==> src/rtl/core/ssra_pkg.sv <==
`default_nettype none

package ssra_pkg;

   // field and datapath widths
   localparam int FRAC_BITS_DEF = 16;
   localparam int FACTOR_W      = 24;
   localparam int POS_W         = 32;
   localparam int RAD_W         = 31;
   localparam int FORCE_W       = 48;
   localparam int DIFF_W        = 33;
   localparam int RS_W          = 32;
   localparam int D2_W          = 64;
   localparam int SQRT_STEPS    = 32;
   localparam int REM_W         = 35;
   localparam int CNT_W         = 5;
   localparam int ADDR_W        = 3;
   localparam int DATA_W        = 32;

   // register index, taken from paddr bit 2
   localparam logic REG_FACTOR = 1'b0;

   typedef struct packed {
      logic signed [POS_W-1:0] target_x;
      logic signed [POS_W-1:0] target_y;
      logic signed [POS_W-1:0] target_z;
      logic [RAD_W-1:0]        target_radius;
      logic signed [POS_W-1:0] neighbor_x;
      logic signed [POS_W-1:0] neighbor_y;
      logic signed [POS_W-1:0] neighbor_z;
      logic [RAD_W-1:0]        neighbor_radius;
      logic                    neighbor_present;
      logic                    last_neighbor;
   } req_type;

   typedef struct packed {
      logic signed [FORCE_W-1:0] force_x;
      logic signed [FORCE_W-1:0] force_y;
      logic signed [FORCE_W-1:0] force_z;
   } rsp_type;

   // classified pair handed from front to back
   typedef struct packed {
      logic signed [DIFF_W-1:0] dx;
      logic signed [DIFF_W-1:0] dy;
      logic signed [DIFF_W-1:0] dz;
      logic [RS_W-1:0]          rs;
      logic [D2_W-1:0]          d2;
      logic                     hit;
      logic                     last;
   } pair_type;

   typedef enum logic [2:0] {
      ST_IDLE,
      ST_SQRT,
      ST_DIV,
      ST_RATIO,
      ST_TERM,
      ST_ACC,
      ST_SCALE,
      ST_EMIT
   } back_state_type;

endpackage

`default_nettype wire

==> src/rtl/core/ssra_queue.sv <==
`default_nettype none

module ssra_queue (
   input  wire logic               clock,
   input  wire logic               reset,
   input  wire logic               in_valid,
   output logic                    in_ready,
   input  wire ssra_pkg::pair_type in_data,
   output logic                    out_valid,
   input  wire logic               out_ready,
   output ssra_pkg::pair_type      out_data
);

   ssra_pkg::pair_type entry_ff [2];
   logic               wr_ptr_ff, rd_ptr_ff;
   logic [1:0]         count_ff;
   logic               push, pop;

   assign in_ready  = (count_ff != 2'd2);
   assign out_valid = (count_ff != 2'd0);
   assign push      = in_valid && in_ready;
   assign pop       = out_valid && out_ready;
   assign out_data  = entry_ff[rd_ptr_ff];

   // pointers and fill count
   always_ff @(posedge clock) begin
      if (reset) begin
         wr_ptr_ff <= 1'b0;
         rd_ptr_ff <= 1'b0;
         count_ff  <= 2'd0;
      end else begin
         if (push) wr_ptr_ff <= !wr_ptr_ff;
         if (pop) rd_ptr_ff <= !rd_ptr_ff;
         if (push && !pop) count_ff <= count_ff + 2'd1;
         else if (pop && !push) count_ff <= count_ff - 2'd1;
      end
   end

   // storage
   always_ff @(posedge clock) begin
      if (push) entry_ff[wr_ptr_ff] <= in_data;
   end

endmodule

`default_nettype wire

==> config.mk <==
export PLATFORM = sky130hd
export DESIGN_NAME = ssra_queue
export DESIGN_NICKNAME = d
export VERILOG_FILES = /design/src/rtl/core/ssra_pkg.sv /design/src/rtl/core/ssra_queue.sv
export SDC_FILE = /design/constraint.sdc
export NUM_CORES = 1
export LEC_CHECK = 0
export ABC_AREA = 1
export BUFFER_PORTS_ARGS = -buffer_cell sky130_fd_sc_hd__buf_2
export CORE_ASPECT_RATIO = 0.8
export CORE_MARGIN = 2
export CORE_UTILIZATION = 52
export CTS_CLUSTER_SIZE = 10
export DETAILED_ROUTE_END_ITERATION = 7
export GPL_ROUTABILITY_DRIVEN = 0
export PLACE_DENSITY_LB_ADDON = 0.12
export REMOVE_ABC_BUFFERS = 1
export SLEW_MARGIN = 10
export SYNTH_ARGS = -nofsm -noshare
export SYNTH_HDL_FRONTEND = slang
export SYNTH_SLANG_ARGS = --single-unit
==> constraint.sdc <==
create_clock -name clock -period 15.4 [get_ports clock]
set_clock_uncertainty 0.1 [all_clocks]
set_input_delay 3.85 -clock clock [delete_from_list [all_inputs] [get_ports clock]]
set_output_delay 3.85 -clock clock [all_outputs]
set_load 0.01 [all_outputs]
[After elaboration in Yosys (flattened, before gate mapping)]
Memory sizes are Yosys's and may differ from the RTL's. A register that Yosys moved wholly into a read port is not among the register bits.
Cells that the tools add are included.
Word-level totals
  memories kept: 1
  bits in writable memories: 394
  output and inout port bits: 199
  input port bits: 201
  bits in registers: 4
Operators by class
  muxes and demuxes: 6
  equal/unequal tests: 1
  reductions and logical operators: 10
  add/sub/neg operators: 2
Memories
  entry_ff: words 2, bits a word 197, read ports 1, clocked after Yosys merged registers in 1, write ports 1, RTL line ssra_queue.sv:14  | ssra_pkg::pair_type entry_ff [2];
Operators with widths (number)
  1-bit logical AND: 4
  1-bit zero test: 4
  1-bit two-way mux: 4
  2-bit two-way mux: 2
  2-bit nonzero test: 2
  2-bit by 1-bit adder with 2-bit output (second input constant): 1
  2-bit != test (second input constant): 1
  2-bit by 1-bit subtractor with 2-bit output (second input constant): 1

[Logic depth before layout (Yosys ltp)]
  word-level depth: 6
  gate-level depth with buffers: 11
  mapped depth without buffers: 11

[Worst setup path after synthesis]
No wires, ideal clock.
  kind: input port to flip-flop
  from: input in_valid
  to: memory entry_ff[0][0] (netlist bit), enable pin
  path buffers: 0
  setup slack: 2434 ps
  arrival: 12109 ps
  stages: 2
  required time: 14543 ps
  cells stage by stage: nand2_1 > nor2_1
On the way
  longest elaborated chain between the ends: 3
Ends and longest elaborated chain
  from (decl): RTL line ssra_queue.sv:6  | input wire logic in_valid,
  1-bit logical AND: RTL line ssra_queue.sv:21  | assign push = in_valid && in_ready;
  1-bit two-way mux: RTL line ssra_queue.sv:41  | if (push) entry_ff[wr_ptr_ff] <= in_data;
  1-bit two-way mux (implied by the code): RTL line ssra_queue.sv:41
  to (decl): RTL line ssra_queue.sv:14
Every way passes these cells.

==> impl_metrics.ini <==
[outcome]
outcome = completed

[global_routing]
groute.usage.overall_pct = 19.5
antenna_found_initial = 12
use_met1_pct = 23.9
busiest_layer = met2
use_met3_pct = 8.37
grtUsageMet2_pct = 31.6
grt_pass1_wl_mm = 43.9
overflow = 0
grt_max_degree = 186
grt_pass1_vias = 7561

[clocking]
cts_setup_buffers = 0
clk_path_buf_depth = 3
ctsRootBufferMaster = clkbuf_16
clock_latency_ns = 0.53
cts_sinks = 399
cts_resized = 0
cts_inserted_buffers = 45
cts.clk_slew.worst_paths_ns = 0.06
cts_hold_buf = 0
cts_tree = built
h-tree-depth = 2

[worst_hold_path]
holdPathEnd = rd_ptr_ff$_SDFFE_PP0P_
hold_depth = 2
hold_class = reg -> reg
worstHoldStart = rd_ptr_ff$_SDFFE_PP0P_

[routing]
vias = 7457
wl_mm = 30.1
wl_per_cell_um = 20.5
drtIter0Drc = 453
viasPerCell = 5.08
ant_nets = 0
drc = 0
first_pass_iters = 5

[synthesis]
synthCells = 650
yosys_warnings = 0
synth_common_cells = edfxtp_1, mux2_4, mux2_2, buf_6, nand2_1
netlist.area_leader.share_pct = 78.9
ys_ff_latch = 399
synth_cell_types = 14
yosysSeqAreaShare_pct = 79.6
yosysTopAreaCell = edfxtp_1
yosysMostFrequentCell = edfxtp_1
dominantRegCellSynth = edfxtp_1
synth_area_leaders = edfxtp_1, mux2_4, mux2_2
avgSynthCellArea_um2 = 23.1
ys_async_sr_fraction_pct = 0
synthesis.area_mm2 = 0.0150
synth_edf_count = 394

[sta]
slew_headroom_pct = 22.4
finalSetupViolations = 0
fin_setup_tns_ns = 0
tightest_slew_ns = 1.16
fin_crit_ns = 7.40
finalMaxSlewViolations = 0
finalHoldViolations = 0
timing.fmax_mhz = 135
rsz0062_at_grt = no
timing.final.crit_share_pct = 48.0

[floorplan]
row_count = 55
initial_utilization_pct = 53.0
dieArea_mm2 = 0.0302
io_pins = 400
die-height_um = 156
die_w_um = 194
coreArea_mm2 = 0.0283

[setup_path]
start_kind = register
worstSetupEndpointType = output port
r2r-end = entry_ff[1][178]$_DFFE_PP_
timing.rr.start = count_ff[0]$_SDFFE_PP0P_
crit_type = reg -> out
rr_worst_depth = 5
worstPathRequired_ns = 11.45
ff2ff_setup_slack_ns = 12.77
worstPathMaxFanout = 59
cp.arrival_ns = 3.45

[final_layout]
design_area_mm2 = 0.0185
layout.nets = 1281
syn_to_final_growth_pct = 23.5
drive_above_1_share_pct = 59.7

[pwr]
p_leak_nw = 7.16
ir_worst_vdd_mv = 0.103
power_mw = 3.01
p_per_area_mw_per_mm2 = 163

[placement]
placed_cell_area_mm2 = 0.0173
numPortBuffers = 399
hpwl_mm = 19.8

[job]
drv_cap = 0
==> metal layers <==
| metal | routed length, um | vias up |
|---|---|---|
| met5 | 58 | - |
| met4 | 627 | 10 |
| met3 | 3300 | 50 |
| met2 | 14500 | 309 |
| met1 | 11500 | 3654 |
| li1 | - | 3434 |
==> worst max path at each step <==
stage,start,endpoint,slack (ns),cells after the start
2_1_floorplan,in_valid,entry_ff[0][0]$_DFFE_PP_,2.43,2
3_3_place_gp,register,out_data[100],8.50,4
3_5_place_dp,register,out_data[142],8.47,4
4_1_cts,register,out_data[130],7.89,4
5_1_grt,register,out_data[130],7.77,4
6_report,register,out_data[130],8.00,4
==> report_power, final <==
group	total, mW	switching [mW]	internal, mW
logic	0.700	0.361	0.338
registers	1.43	0.0498	1.38
clock network	0.888	0.367	0.520
==> flip-flops by register name, indices dropped and copies added (netlist names), named ones only <==
name       flops
wr_ptr_ff      1
count_ff       2
entry_ff     394
rd_ptr_ff      1
==> per-stage QoR <==
| step | utilization (%) | hold slack (ns) | instances | setup WS, ns |
|---|---|---|---|---|
| detailed placement | 61.2 | 0.400 | 1402 | 8.47 |
| finish | 65.4 | 0.403 | 1467 | 8.00 |
| floorplan | - | 0.365 | 628 | 2.43 |
| CTS | 65.3 | 0.413 | 1457 | 7.89 |
| global placement | 61.2 | 0.381 | 1402 | 8.50 |
| global route | 65.4 | 0.468 | 1459 | 7.77 |
==> layout by cell type (no fill, tap or decap) <==
master	n
nor2_4	2
mux2_4	130
a21oi_1	2
ha_1	1
clkbuf_1	10
nand4_1	1
nor2_1	5
nand3_1	2
diode_2	10
o21ai_0	2
edfxtp_1	394
dfxtp_1	4
dfxtp_4	1
buf_2	399
buf_12	2
buf_4	3
inv_1	8
clkbuf_16	45
mux2_2	67
nand2_1	9
==> logic make-up (layout without fill, tap and decap cells) <==
logic type | count (synthesis) | count (layout) | synth area share, %
other | 0 | 10 | 0
muxes | 197 | 197 | 18.1
adders and majority gates | 1 | 1 | 0.0835
and+or+nand+nor | 19 | 19 | 0.509
AOI/OAI and AO/OA | 4 | 4 | 0.134
DFF | 399 | 399 | 79.6
buffers and inverters | 30 | 467 | 1.60
==> worst max-delay path: stages, from the launching register on <==
cell     delay (ns)
dfxtp_4        0.85
buf_4          0.87
buf_4          0.64
mux2_4         0.35
buf_2          0.14
==> final cells by class <==
type / instances / area [um2]
tap: 370 / 463
inverter: 8 / 30.0
antenna: 10 / 25.0
sequential: 399 / 11900
timing repair buffer: 404 / 2060
fill: 2009 / 9780
multi-input combinational: 221 / 2830
clock buffer: 55 / 1160
(Power assumes the default switching activity.)
